## src/hdl/assert_macros.svh

```systemverilog
// Assertion macros used by the url host authority parser module.
`ifndef ASSERT_MACROS_SVH
`define ASSERT_MACROS_SVH
`ifndef SYNTHESIS
`define UHAP_ASSERT(lbl, clk, rst_n, prop) \
	lbl: assert property (@(posedge clk) disable iff (!rst_n) (prop)) \
		else $error("assertion failed");
`define UHAP_ASSERT_NEXT(lbl, clk, rst_n, cond, expr) \
	lbl: assert property (@(posedge clk) disable iff (!rst_n) (cond) |=> (expr)) \
		else $error("assertion failed");
`else
`define UHAP_ASSERT(lbl, clk, rst_n, prop)
`define UHAP_ASSERT_NEXT(lbl, clk, rst_n, cond, expr)
`endif
`endif

```

## src/hdl/uhap_pkg.sv

```systemverilog
// Types, state codes, status codes and character classes of the host parser.
package uhap_pkg;

	localparam int POS_W = 16;

	typedef logic [3:0] state_t;
	typedef logic [1:0] status_t;
	typedef logic [7:0] char_t;

	localparam state_t ST_USER_START = 4'd0;
	localparam state_t ST_USER       = 4'd1;
	localparam state_t ST_START      = 4'd2;
	localparam state_t ST_V6_START   = 4'd3;
	localparam state_t ST_V6         = 4'd4;
	localparam state_t ST_V6_END     = 4'd5;
	localparam state_t ST_ZONE_START = 4'd6;
	localparam state_t ST_ZONE       = 4'd7;
	localparam state_t ST_HOST       = 4'd8;
	localparam state_t ST_PORT_START = 4'd9;
	localparam state_t ST_PORT       = 4'd10;
	localparam state_t ST_DEAD       = 4'd15;

	localparam status_t STATUS_RUN    = 2'd0;
	localparam status_t STATUS_DEAD   = 2'd1;
	localparam status_t STATUS_ACCEPT = 2'd2;
	localparam status_t STATUS_BAD    = 2'd3;

	localparam char_t CH_AT      = 8'h40;
	localparam char_t CH_LBRACK  = 8'h5b;
	localparam char_t CH_RBRACK  = 8'h5d;
	localparam char_t CH_PERCENT = 8'h25;
	localparam char_t CH_COLON   = 8'h3a;

	function automatic logic is_num(char_t c);
		return c inside {[8'h30:8'h39]};
	endfunction

	function automatic logic is_alnum(char_t c);
		return c inside {[8'h30:8'h39], [8'h41:8'h5a], [8'h61:8'h7a]};
	endfunction

	function automatic logic is_hex(char_t c);
		return c inside {[8'h30:8'h39], [8'h41:8'h46], [8'h61:8'h66]};
	endfunction

	// Letters, digits, marks and the sub-delimiters allowed in userinfo.
	function automatic logic is_user_char(char_t c);
		return is_alnum(c) || (c inside {8'h2d, 8'h5f, 8'h2e, 8'h21, 8'h7e, 8'h2a,
			8'h27, 8'h28, 8'h29, 8'h25, 8'h3b, 8'h3a, 8'h26, 8'h3d, 8'h2b,
			8'h24, 8'h2c});
	endfunction

	function automatic logic is_reg_name_char(char_t c);
		return is_alnum(c) || (c inside {8'h2e, 8'h2d, 8'h5f});
	endfunction

	function automatic logic is_zone_char(char_t c);
		return is_alnum(c) || (c inside {8'h25, 8'h2e, 8'h2d, 8'h5f, 8'h7e});
	endfunction

endpackage

```

## src/hdl/uhap_next_state.sv

```systemverilog
// Next-state logic of the host parser for one byte.
module uhap_next_state (
	input  uhap_pkg::state_t state,
	input  uhap_pkg::char_t  ch,
	output uhap_pkg::state_t next
);
	import uhap_pkg::*;

	always_comb begin
		next = ST_DEAD;
		case (state)
			ST_USER_START, ST_USER: begin
				if (ch == CH_AT) next = ST_START;
				else if (is_user_char(ch)) next = ST_USER;
			end
			ST_START: begin
				if (ch == CH_LBRACK) next = ST_V6_START;
				else if (is_reg_name_char(ch)) next = ST_HOST;
			end
			ST_HOST: begin
				if (is_reg_name_char(ch)) next = ST_HOST;
				else if (ch == CH_COLON) next = ST_PORT_START;
			end
			ST_V6_END: begin
				if (ch == CH_COLON) next = ST_PORT_START;
			end
			ST_V6_START, ST_V6: begin
				if (state == ST_V6 && ch == CH_RBRACK) next = ST_V6_END;
				else if (is_hex(ch) || ch == CH_COLON || ch == 8'h2e) next = ST_V6;
				else if (state == ST_V6 && ch == CH_PERCENT) next = ST_ZONE_START;
			end
			ST_ZONE_START, ST_ZONE: begin
				if (state == ST_ZONE && ch == CH_RBRACK) next = ST_V6_END;
				else if (is_zone_char(ch)) next = ST_ZONE;
			end
			ST_PORT_START, ST_PORT: begin
				if (is_num(ch)) next = ST_PORT;
			end
			default: next = ST_DEAD;
		endcase
	end

endmodule

```

## src/hdl/url_host_authority_parser.sv

```systemverilog
// An accepted input beat passes the input stage register, then the result registers.
// Throughput: one beat per cycle unless the result stalls; the state loop has one register.
// The result registers are the parser state itself, so a stalled result holds the state.
// Reset is asynchronous, active low: parser in host start, all offsets, counts and flags zero.
`include "assert_macros.svh"
module url_host_authority_parser #(
	parameter int OFFSET_BITS = 16
) (
	input  logic                              clk,
	input  logic                              arst_n,
	input  logic                              in_valid,
	output logic                              in_ready,
	input  uhap_pkg::char_t                   ch,
	input  logic [uhap_pkg::POS_W-1:0]        position,
	input  logic                              first,
	input  logic                              last,
	input  logic                              after_at,
	output logic                              out_valid,
	input  logic                              out_ready,
	output uhap_pkg::status_t                 status,
	output logic [uhap_pkg::POS_W-1:0]        host_offset,
	output logic [uhap_pkg::POS_W-1:0]        host_length,
	output logic                              port_seen,
	output logic [uhap_pkg::POS_W-1:0]        port_offset,
	output logic [uhap_pkg::POS_W-1:0]        port_length,
	output logic                              user_seen,
	output logic [uhap_pkg::POS_W-1:0]        user_offset,
	output logic [uhap_pkg::POS_W-1:0]        user_length
);
	import uhap_pkg::*;

	typedef logic [OFFSET_BITS-1:0] off_t;
	localparam off_t OFF_ONE = OFFSET_BITS'(1);

	logic         valid_s1;
	char_t        ch_s1;
	off_t         pos_s1;
	logic         first_s1;
	logic         last_s1;
	logic         after_at_s1;

	logic         out_valid_q;
	status_t      status_q;
	state_t       state_q;
	logic         dead_q;
	off_t         host_start_q;
	off_t         host_count_q;
	logic         port_flag_q;
	off_t         port_start_q;
	off_t         port_count_q;
	logic         user_flag_q;
	off_t         user_start_q;
	off_t         user_count_q;

	logic         proc;
	state_t       st_b;
	state_t       ns;
	status_t      status_d;
	state_t       state_d;
	logic         dead_d;
	off_t         host_start_d;
	off_t         host_count_d;
	logic         port_flag_d;
	off_t         port_start_d;
	off_t         port_count_d;
	logic         user_flag_d;
	off_t         user_start_d;
	off_t         user_count_d;

	assign proc     = valid_s1 && (!out_valid_q || out_ready);
	assign in_ready = !valid_s1 || proc;
	assign st_b     = first_s1 ? (after_at_s1 ? ST_USER_START : ST_START) : state_q;

	uhap_next_state u_next (
		.state (st_b),
		.ch    (ch_s1),
		.next  (ns)
	);

	always_comb begin
		if (first_s1) begin
			state_d      = st_b;
			dead_d       = 1'b0;
			host_start_d = pos_s1;
			host_count_d = '0;
			port_flag_d  = 1'b0;
			port_start_d = '0;
			port_count_d = '0;
			user_flag_d  = 1'b0;
			user_start_d = '0;
			user_count_d = '0;
		end else begin
			state_d      = state_q;
			dead_d       = dead_q;
			host_start_d = host_start_q;
			host_count_d = host_count_q;
			port_flag_d  = port_flag_q;
			port_start_d = port_start_q;
			port_count_d = port_count_q;
			user_flag_d  = user_flag_q;
			user_start_d = user_start_q;
			user_count_d = user_count_q;
		end
		status_d = STATUS_RUN;
		if (dead_d) begin
			status_d = STATUS_DEAD;
		end else if (ns == ST_DEAD) begin
			dead_d   = 1'b1;
			status_d = STATUS_DEAD;
		end else begin
			case (ns)
				ST_HOST, ST_V6: begin
					if (st_b != ns) host_start_d = pos_s1;
					host_count_d = host_count_d + OFF_ONE;
				end
				ST_ZONE_START, ST_ZONE: begin
					host_count_d = host_count_d + OFF_ONE;
				end
				ST_PORT: begin
					if (st_b != ST_PORT) begin
						port_start_d = pos_s1;
						port_count_d = OFF_ONE;
						port_flag_d  = 1'b1;
					end else begin
						port_count_d = port_count_d + OFF_ONE;
					end
				end
				ST_USER: begin
					if (st_b != ST_USER) begin
						user_start_d = pos_s1;
						user_count_d = OFF_ONE;
						user_flag_d  = 1'b1;
					end else begin
						user_count_d = user_count_d + OFF_ONE;
					end
				end
				default: ;
			endcase
			state_d = ns;
			if (last_s1) begin
				status_d = (ns == ST_HOST || ns == ST_V6_END || ns == ST_PORT) ?
					STATUS_ACCEPT : STATUS_BAD;
			end
		end
	end

	always_ff @(posedge clk or negedge arst_n) begin
		if (!arst_n) begin
			valid_s1 <= 1'b0;
		end else if (in_ready) begin
			valid_s1 <= in_valid;
		end
	end

	always_ff @(posedge clk) begin
		if (in_valid && in_ready) begin
			ch_s1       <= ch;
			pos_s1      <= OFFSET_BITS'(position);
			first_s1    <= first;
			last_s1     <= last;
			after_at_s1 <= after_at;
		end
	end

	always_ff @(posedge clk or negedge arst_n) begin
		if (!arst_n) begin
			out_valid_q  <= 1'b0;
			status_q     <= STATUS_RUN;
			state_q      <= ST_START;
			dead_q       <= 1'b0;
			host_start_q <= '0;
			host_count_q <= '0;
			port_flag_q  <= 1'b0;
			port_start_q <= '0;
			port_count_q <= '0;
			user_flag_q  <= 1'b0;
			user_start_q <= '0;
			user_count_q <= '0;
		end else begin
			if (proc) begin
				out_valid_q  <= 1'b1;
				status_q     <= status_d;
				state_q      <= state_d;
				dead_q       <= dead_d;
				host_start_q <= host_start_d;
				host_count_q <= host_count_d;
				port_flag_q  <= port_flag_d;
				port_start_q <= port_start_d;
				port_count_q <= port_count_d;
				user_flag_q  <= user_flag_d;
				user_start_q <= user_start_d;
				user_count_q <= user_count_d;
			end else if (out_ready) begin
				out_valid_q <= 1'b0;
			end
		end
	end

	assign out_valid   = out_valid_q;
	assign status      = status_q;
	assign host_offset = POS_W'(host_start_q);
	assign host_length = POS_W'(host_count_q);
	assign port_seen   = port_flag_q;
	assign port_offset = POS_W'(port_start_q);
	assign port_length = POS_W'(port_count_q);
	assign user_seen   = user_flag_q;
	assign user_offset = POS_W'(user_start_q);
	assign user_length = POS_W'(user_count_q);

	`UHAP_ASSERT_NEXT(a_proc_gives_result, clk, arst_n, proc, out_valid_q)
	`UHAP_ASSERT(a_empty_stage_ready, clk, arst_n, !valid_s1 |-> in_ready)
	`UHAP_ASSERT_NEXT(a_dead_stays_dead, clk, arst_n, proc && dead_q && !first_s1,
		status_q == STATUS_DEAD)
	`UHAP_ASSERT(a_port_clear, clk, arst_n,
		!port_flag_q |-> (port_count_q == '0 && port_start_q == '0))
	`UHAP_ASSERT(a_user_clear, clk, arst_n,
		!user_flag_q |-> (user_count_q == '0 && user_start_q == '0))

endmodule

```

## config.mk

```make
export PLATFORM = sky130hd
export DESIGN_NAME = url_host_authority_parser
export DESIGN_NICKNAME = d
export VERILOG_FILES = /design/src/hdl/uhap_pkg.sv /design/src/hdl/uhap_next_state.sv /design/src/hdl/url_host_authority_parser.sv
export VERILOG_INCLUDE_DIRS = /design/src /design/src/hdl
export SDC_FILE = /design/constraint.sdc
export NUM_CORES = 1
export LEC_CHECK = 0
export BUFFER_PORTS_ARGS = -buffer_cell sky130_fd_sc_hd__buf_2
export CAP_MARGIN = 20
export CORE_UTILIZATION = 30
export DETAILED_ROUTE_END_ITERATION = 6
export GPL_TIMING_DRIVEN = 0
export SLEW_MARGIN = 10
export SYNTH_ARGS = -nofsm -noshare
export SYNTH_HDL_FRONTEND = slang
export SYNTH_SLANG_ARGS = --single-unit
export TNS_END_PERCENT = 30
```

## constraint.sdc

```tcl
create_clock -name clk -period 3.2 [get_ports clk]
set_input_delay 0.48 -clock clk [delete_from_list [all_inputs] [get_ports clk]]
set_output_delay 0.48 -clock clk [all_outputs]
set_load 0.1 [all_outputs]
```

After elaboration in Yosys (flattened, before gate mapping)

Index checks and enable logic that the tools add are counted.

Muxes and demuxes: 66
Equal/unequal tests: 41
Shift-type cells: 0
Bitwise operators: 0
$lt $le $gt $ge: 8
$mul: 0
Div/mod/pow operators: 0
Add/sub/neg operators: 3
Reductions and logical operators: 34

Operators with widths:

| cell                  | count |
|---|---|
| $mux 16               | 29 |
| $eq 8x6->1 const B    | 15 |
| $mux 4                | 13 |
| $add 16x1->16 const B | 3 |
| $eq 8x7->1 const B    | 5 |
| $eq 4x3->1 const B    | 8 |
| $le 8x7->1 const B    | 4 |
| $pmux 4 s7            | 1 |
| $eq 4x4->1 const B    | 6 |
| $reduce_bool 17->1    | 1 |
| $ge 8x7->1 const B    | 2 |
| $mux 1                | 16 |
| $logic_and 1x1->1     | 10 |
| $reduce_or 2->1       | 5 |
| $logic_or 1x1->1      | 9 |
| $mux 3                | 3 |
| $reduce_bool 3->1     | 3 |
| $eq 4x1->1 const B    | 2 |
| $eq 4x2->1 const B    | 2 |
| $ge 8x6->1 const B    | 1 |
| $le 8x6->1 const B    | 1 |
| $mux 2                | 4 |
| $reduce_bool 5->1     | 1 |
| $logic_not 4->1       | 1 |
| 6 further kinds       | 7 |

RAM bits: 0
Logic and storage cells: 170
Latch bits: 0
Register bits: 134
Output and inout bits: 102
Input port bits: 31
Memories: 0
ROM bits: 0

Logic depth before layout (Yosys ltp)

Gate-level depths: netlist of run 1.

Depth in word-level cells: 15
Depth in mapped cells: 15
Gate-level depth less buffers: 12

Modules after synthesis

A second synthesis of run 1 with hierarchy kept.

Cells, all modules: 682
Area total of the unflattened synthesis: 6777.8 um^2

By module, submodules not included:

| module                    | seq. area each (um^2) | cells each | area each (um^2) | instances |
|---|---|---|---|---|
| url_host_authority_parser | 3489.6                | 571        | 6072.1           | 1 |
| uhap_next_state           | 0.0                   | 111        | 705.7            | 1 |

Least setup slack after synthesis of run 1

No wires, ideal clock.

Path type: flip-flop to flip-flop
From: register out_valid_q, in the netlist out_valid
To: register after_at_s1, enable pin
Period minus slack after synthesis: 3.104 ns
Arrival time: 2.726 ns
Setup time: 0.378 ns
Path slack: 0.096 ns
Path buffers: 0
Cell stages (with the launch flop): 3
Cells stage by stage: dfrtp_1 nand3b_1 and2_1

Cells in the longest elaborated chain, start to end: 5

Ends and longest elaborated chain:

| element                  | line                             | source |
|---|---|---|
| start: declaration       | url_host_authority_parser.sv:42  | `logic out_valid_q;` |
| start signal: assignment | url_host_authority_parser.sv:167 | `out_valid_q <= 1'b0;` |
| start signal: assignment | url_host_authority_parser.sv:181 | `out_valid_q <= 1'b1;` |
| start signal: assignment | url_host_authority_parser.sv:194 | `out_valid_q <= 1'b0;` |
| $logic_not 1->1          | url_host_authority_parser.sv:70  | `assign proc = valid_s1 && (!out_valid_q \|\| out_ready);` |
| $logic_or 1x1->1         | url_host_authority_parser.sv:70  |  |
| $logic_and 1x1->1        | url_host_authority_parser.sv:70  |  |
| $logic_or 1x1->1         | url_host_authority_parser.sv:71  | `assign in_ready = !valid_s1 \|\| proc;` |
| named net in_ready       | url_host_authority_parser.sv:12  | `output logic in_ready,` |
| $logic_and 1x1->1        | url_host_authority_parser.sv:156 | `if (in_valid && in_ready) begin` |
| end signal: assignment   | url_host_authority_parser.sv:161 | `after_at_s1 <= after_at;` |
| end: declaration         | url_host_authority_parser.sv:40  | `logic after_at_s1;` |

The timed path passes the listed nets, and every way through them passes these cells.
A chain may end at the register's enable or synchronous reset.

Final worst setup path of run 1

From: register ch_s1[2]
To: register user_start_q[11], in the netlist user_offset[11]

Cells in the longest elaborated chain, start to end: 12
Elaborated cells on any way between the ends: 64

Ends and longest elaborated chain:

| element                                     | line                                           | source |
|---|---|---|
| start: declaration                          | url_host_authority_parser.sv:36                | `char_t ch_s1;` |
| start signal: assignment                    | url_host_authority_parser.sv:157               | `ch_s1 <= ch;` |
| $ge 8x6->1, or another cell as far along    | uhap_pkg.sv:35, uhap_pkg.sv:39, uhap_pkg.sv:43 |  |
| $logic_and 1x1->1, on equally long branches | uhap_pkg.sv:35, uhap_pkg.sv:39, uhap_pkg.sv:43 |  |
| $reduce_bool 3->1                           | uhap_pkg.sv:43                                 | `return c inside {[8'h30:8'h39], [8'h41:8'h46], [8'h61:8'h66]};` |
| $logic_or 1x1->1 (2 in a row)               | uhap_next_state.sv:29                          | `else if (is_hex(ch) \|\| ch == CH_COLON \|\| ch == 8'h2e) next = ST_V6;` |
| $mux 4                                      | uhap_next_state.sv:29                          |  |
| $mux 4                                      | uhap_next_state.sv:28                          | `if (state == ST_V6 && ch == CH_RBRACK) next = ST_V6_END;` |
| $pmux 4 s7 *                                | uhap_next_state.sv:11                          | `case (state)` |
| $eq 4x1->1                                  | url_host_authority_parser.sv:111               | `case (ns)` |
| $mux 16                                     | url_host_authority_parser.sv:111               |  |
| $mux 16 *                                   | url_host_authority_parser.sv:107               | `end else if (ns == ST_DEAD) begin` |
| $mux 16 *                                   | url_host_authority_parser.sv:105               | `if (dead_d) begin` |
| end signal: assignment                      | url_host_authority_parser.sv:191               | `user_start_q <= user_start_d;` |
| end: declaration                            | url_host_authority_parser.sv:52                | `off_t user_start_q;` |

Mark *: on every way between the ends. The rest lies on a longest branch, timed or not.

==> impl_metrics.py, run 1 <==
metrics = {
    "timing": {
        "skew_ns": 0.0150,
        "timing.final.crit_share": 1.02,
        "fin_ws_ns": -0.0743,
        "rsz0062_at_grt": "true",
        "holdWs_ns": 0.0118,
        "slew_viol_final": 0,
        "setup_tns_ns": -0.596,
        "tightest_slew_ns": 0.716,
        "slew_headroom": 0.523,
        "finalSetupViolCount": 12,
        "max_freq_mhz": 305,
        "fin_crit_ns": 3.27,
        "hold_violations": 0,
    },
    "synth": {
        "postSynthAreaPerCell_um2": 10.3,
        "synth_area_mm2": 0.00684,
        "synth_flop_cell": "dfrtp_1",
        "synthArstFlopShare": 0.799,
        "yosys_warnings": 0,
        "syn_inst": 664,
        "ys_types": 77,
        "synth-edff-count": 27,
        "ys_seq_elements": 134,
        "ys_seq_area_frac": 0.510,
        "syn_nets": 698,
    },
    "detailed_routing": {
        "vias": 6200,
        "wl_met1_um": 9700,
        "wl_met2_um": 9620,
        "top_layer": "met5",
        "post_drt_wl_per_cell_um": 18.8,
        "first_pass_iters": 5,
        "drt_wl_total_um": 21500,
        "route.detailed.drc": 0,
        "drtAntennaViolNets": 0,
        "wl_met3_um": 1710,
        "viasPerCell": 5.42,
        "drt_iter0_drc": 411,
    },
    "global_route": {
        "gr-usage-all-layers": 0.186,
        "grt_overflow": 0,
        "grt_pass1_wl_um": 34200,
        "grt_start_max_net_pins": 57,
        "antenna_found_initial": 1,
        "first_global_vias": 6196,
    },
    "power": {
        "finalPower_w": 0.00895,
        "powerDensity_mw_per_mm2": 986,
        "p_leak_nw": 4.06,
        "ir_drop_mv": 0.881,
    },
    "die": {
        "die_area_mm2": 0.0234,
        "die_h_um": 153,
        "start_util": 0.309,
        "core-area_mm2": 0.0221,
        "core.rowCount": 54,
        "ios": 133,
        "die_x_um": 153,
    },
    "placed_design": {
        "hpwl_um": 14700,
        "io_buffers": 132,
        "gp_congestion": 0.868,
    },
    "setup_path": {
        "path_class": "reg -> reg",
        "endpoint_kind": "flip-flop",
        "cp_max_fo": 10,
        "critPathArrivalTime_ns": 3.58,
        "worstPathRequired_ns": 3.50,
        "start_kind": "flip-flop",
    },
    "clock_tree": {
        "numClockSinks": 134,
        "cts_buffers": 17,
        "cts_root_buf": "clkbuf_16",
        "cts_tree": "done",
        "htreeDepth": 4,
        "holdBufCountCts": 0,
        "cts_buffer_depth": 2,
        "insertion_delay_ns": 0.43,
        "clk_pin_slew_ns": 0.06,
    },
    "final_layout": {
        "n_antenna_cell": 0,
        "final_layout_size_suffix_gt1_frac": 0.338,
        "syn_to_final_growth_pct": 32.7,
        "nNetsFinal": 884,
    },
    "job": {
        "maxCapViolCount": 0,
    },
    "hold_path": {
        "hold_class": "in -> async",
    },
    "run_status": {
        "status": "complete, but fails checks",
        "violations": "negative setup slack",
    },
}
[timing repair]
item / in CTS / in global routing
buffers inserted: 19 / 14
endpoints found under the setup margin: 93 / 86
cloned: 0 / 1
resized for setup: 40 / 55
pin swaps: 9 / 23
[state kept, by name, indices dropped and copies added (netlist names), 2 cells and up]
name and flops:
ch_s1 8, host_length 16, host_offset 16, port_length 16, port_offset 16, pos_s1 16, state_q 4, status 2
user_length 16, user_offset 16
[critical path, cell delays in order (launching register included)]
cell and delay, ns:
edfxtp_1 0.38, buf_6 0.15, or2_4 0.26, nor4_4 0.18
nor4b_2 0.11, or4_4 0.56, o311ai_4 0.38, and4b_2 0.34
a31oi_4 0.12, nand2b_4 0.18, buf_6 0.15, buf_6 0.14
a22o_1 0.19
[cells by family after synthesis]
| logic type | Yosys count | share of synthesized area |
|---|---|---|
| muxes | 22 | 0.0355 |
| AOI/OAI and AO/OA | 179 | 0.184 |
| buffers and inverters | 49 | 0.0326 |
| DFF | 134 | 0.510 |
| xor gates and xnor gates | 18 | 0.0231 |
| adders and majority gates | 3 | 0.00549 |
| and+or+nand+nor | 259 | 0.209 |
[power by group]
group / internal [W] / total, W / switching, W / leakage (nW)
sequential: 0.00210 / 0.00238 / 0.000282 / 1.68
clock: 0.00116 / 0.00197 / 0.000811 / 0.284
combinational: 0.00110 / 0.00459 / 0.00349 / 2.10
total: 0.00437 / 0.00895 / 0.00458 / 4.06
[metal layers]
layer,vias to the layer above,track usage
met3,38,0.0578
li1,2855,-
met4,2,0.0635
met1,3058,0.246
met5,-,0
met2,247,0.288
[worst paths after layout]
path	from	endpoint	slack, ns	cells past startpoint
max	ch_s1[2]$_DFFE_PP_	user_offset[11]$_DFFE_PN0P_	-0.07	12
min	arst_n	port_length[9]$_DFFE_PN0P_	0.01	1
max reg2reg	ch_s1[2]$_DFFE_PP_	user_offset[11]$_DFFE_PN0P_	-0.07	12
min reg2reg	user_seen$_DFFE_PN0P_	user_seen$_DFFE_PN0P_	0.48	1
max in group asynchronous	arst_n	state_q[1]$_DFFE_PN1P_	2.51	2
min in group clk	ch[2]	ch_s1[2]$_DFFE_PP_	0.22	1
[placed cells by master, fill, tap and decap left out, types with 5 or more instances in the layout]
cell type and count:
buf_2 137, dfrtp_1 106, nand2_1 66, nor2_1 38
a22o_1 38, o21ai_0 35, buf_4 34, nand3_1 30
edfxtp_1 27, a21oi_1 26, mux2_2 18, nor2b_1 17
clkbuf_16 17, nand4_1 16, clkbuf_1 15, and3_1 15
nand2b_1 12, buf_6 10, inv_1 9, xor2_1 9
xnor2_1 9, o31ai_1 9, a31oi_1 8, a21o_1 7
o211ai_1 7, nor3_1 6, o21ai_1 6, clkinv_4 5
[stage by stage]
stage | setup slack (ns) | std cells | instance area, um^2 | utilization
4_1_cts | -0.0198 | 1128 | 8800 | 0.398
3_3_place_gp | -0.675 | 1076 | 7850 | 0.355
3_5_place_dp | -0.637 | 1078 | 7910 | 0.358
2_1_floorplan | 0.0959 | 664 | 6840 | -
5_1_grt | -0.187 | 1143 | 9070 | 0.411
6_report | -0.0743 | 1143 | 9070 | 0.411
[layout make-up]
type                            instances  area, um^2
Buffer                                 39         244
Clock buffer                           19         433
Clock inverter                         13         150
Fill cell                            2119       13000
Inverter                                9        33.8
Multi-Input combinational cell        481        3390
Tap cell                              280         350
Timing Repair Buffer                  168         985
Sequential cell                       134        3490
[Yosys cell counts, types with 3 or more instances]
cell      count  share of area
nand2_1      69          0.038
buf_2         7         0.0051
xnor2_1       9          0.012
clkbuf_1     23          0.013
a31oi_1       9         0.0082
buf_6         3         0.0049
and3_1       16          0.015
o21ai_1       3         0.0022
inv_1         9         0.0049
a32oi_1       3         0.0038
mux2i_1       4         0.0059
mux2_2       18          0.030
nor3b_1       3         0.0033
buf_1         5         0.0027
o311ai_0      3         0.0038
and4b_1       3         0.0044
nand3_1      34          0.025
a21o_1        7         0.0077
nand2b_1     12          0.011
nor4b_1       3         0.0038
nor3_1        6         0.0044
o31ai_1      10          0.011
nor4_1        6         0.0055
o211ai_1      7         0.0077
or3_1         3         0.0027
nand4_1      16          0.015
nor2_1       42          0.023
a21oi_1      27          0.020
o21ai_0      40          0.029
nor2b_1      18          0.016
and2_1        4         0.0037
xor2_1        9          0.012
a22o_1       38          0.049
edfxtp_1     27           0.12
ha_1          3         0.0055
dfrtp_1     106           0.39
a22oi_1       3         0.0033
No activity file was read; power rests on OpenSTA's default activity.
==> inputs of run 2 (changes only) <==
CORE_MARGIN = 2   (was default)
==> impl_metrics.py, run 2 (synthesis gave the netlist of run 1 again) <==
metrics = {
    "job": {
        "maxCapViolCount": 0,
    },
    "detailed_routing": {
        "viasPerCell": 5.45,
        "drt_iter0_drc": 453,
        "drtAntennaViolNets": 0,
        "post_drt_wl_per_cell_um": 18.6,
        "vias": 6245,
        "first_pass_iters": 5,
        "route.detailed.drc": 0,
        "drt_wl_total_um": 21300,
    },
    "hold_path": {
        "hold_class": "in -> reg",
        "hp-start": "ch[4]",
    },
    "clock_tree": {
        "clk_pin_slew_ns": 0.07,
        "cts_buffer_depth": 2,
        "numClockSinks": 134,
        "insertion_delay_ns": 0.43,
        "cts_buffers": 17,
        "htreeDepth": 4,
        "cts_tree": "done",
        "cts_root_buf": "clkbuf_16",
    },
    "power": {
        "p_seq_frac": 0.265,
        "clkPwrFrac": 0.234,
        "p_leak_nw": 4.04,
        "power_switching_w": 0.00454,
        "p_int_w": 0.00440,
        "powerDensity_mw_per_mm2": 987,
        "switching_share": 0.508,
        "ir_drop_mv": 0.985,
        "pwr-share-comb": 0.500,
    },
    "global_route": {
        "grt_overflow": 0,
        "grt_start_max_net_pins": 72,
        "gr-usage-all-layers": 0.178,
        "first_global_vias": 5999,
        "antenna_found_initial": 1,
        "grt_pass1_wl_um": 33300,
    },
    "setup_path": {
        "start_kind": "flip-flop",
        "worstPathRequired_ns": 3.51,
        "r2r_start": "first_s1$_DFFE_PP_",
        "cp_max_fo": 6,
        "startpoint": "first_s1$_DFFE_PP_",
        "endpoint_kind": "flip-flop",
        "path_class": "reg -> reg",
        "critPathArrivalTime_ns": 3.52,
    },
    "timing": {
        "tightest_slew_ns": 0.681,
        "fin_crit_ns": 3.21,
        "slew_headroom": 0.546,
        "setup_tns_ns": -0.0673,
        "finalSetupViolCount": 11,
        "slew_viol_final": 0,
        "timing.final.crit_share": 1.00,
        "skew_ns": 0.0122,
        "rsz0062_at_grt": "true",
        "max_freq_mhz": 311,
        "fin_ws_ns": -0.0119,
        "hold_violations": 0,
    },
    "final_layout": {
        "final_layout_size_suffix_gt1_frac": 0.333,
        "final_cell_mix": "buf_2, dfrtp_1, nand2_1",
        "instances_no_fill": 1145,
        "layout_commonest_cell": "buf_2",
        "syn_to_final_growth_pct": 32.5,
        "nNetsFinal": 880,
        "final_core_util": 0.403,
        "finish.instance_area_mm2": 0.00906,
    },
    "die": {
        "ios": 133,
        "core.rowCount": 55,
        "die_h_um": 155,
        "die_x_um": 155,
        "core-area_mm2": 0.0225,
        "start_util": 0.304,
        "die_area_mm2": 0.0240,
    },
    "placed_design": {
        "place_ws_ns": -0.675,
        "io_buffers": 132,
        "placed_area_mm2": 0.00789,
        "gp_congestion": 0.860,
        "hpwl_um": 14400,
        "place_inst": 1082,
    },
    "run_status": {
        "status": "complete, but fails checks",
        "violations": "negative setup slack",
    },
}
## run 2: routing by layer
metal  up-vias  global-route usage  wire length, um
met5         -                   0               13
met4         2              0.0560              426
met3        35              0.0630             2020
met2       325               0.271             9530
met1      3034               0.236             9280
li1       2849                   -                -
## run 2: power groups by stage
| stage | Clock, W | Combinational, W | Sequential, W |
|---|---|---|---|
| 2_1_floorplan | 0 | 0.00119 | 0.00447 |
| 3_3_place_gp | 0 | 0.00410 | 0.00240 |
| 3_5_place_dp | 0 | 0.00413 | 0.00238 |
| 4_1_cts | 0.00214 | 0.00432 | 0.00237 |
| 5_1_grt | 0.00222 | 0.00466 | 0.00242 |
| 6_report | 0.00209 | 0.00447 | 0.00237 |
## run 2: final timing paths
check,to,slack [ns],cells after the start
worst min-delay path,ch_s1[4]$_DFFE_PP_,0.22,1
worst min register to register,port_seen$_DFFE_PN0P_,0.48,1
min in group asynchronous,host_offset[15]$_DFFE_PN0P_,0.51,2
worst max register to register,host_offset[2]$_DFFE_PN0P_,-0.01,13
max in group asynchronous,state_q[1]$_DFFE_PN1P_,1.97,3
worst max-delay path,host_offset[2]$_DFFE_PN0P_,-0.01,13
## run 2: final cells by class
class,count,area [um^2]
clock inverters,14,186
fillers,2156,13400
well taps,285,357
repair buffers,167,990
multi-input cells,481,3340
inverters,9,33.8
flip-flops and latches,134,3490
diodes,1,2.50
plain buffers,36,226
clock buffers,18,439
## run 2: what timing repair did
action	CTS	global route
endpoints found under the hold margin	36	0
gates resized for setup	37	42
hold buffers	1	0
setup endpoints to repair	93	91
setup buffers	17	15
pin swaps	8	4
cloned	0	1
## run 2: through the flow
| step | power (W) | hold WS [ns] |
|---|---|---|
| final | 0.00894 | 0.217 |
| after global routing | 0.00930 | 0.196 |
| after CTS | 0.00883 | 0.197 |
| after detailed placement | 0.00651 | 0.405 |
| after global placement | 0.00650 | 0.454 |
| after floorplan | 0.00567 | 0.184 |
## run 2: worst max-delay path: stages (launching register included)
cell	delay [ns]
edfxtp_1	0.54
buf_4	0.20
buf_4	0.16
nor2_2	0.17
nand3_1	0.11
or3b_1	0.40
o211ai_1	0.17
a21oi_2	0.12
buf_4	0.18
o21ai_0	0.17
a21oi_1	0.13
o21ai_4	0.20
buf_4	0.19
mux2_2	0.34
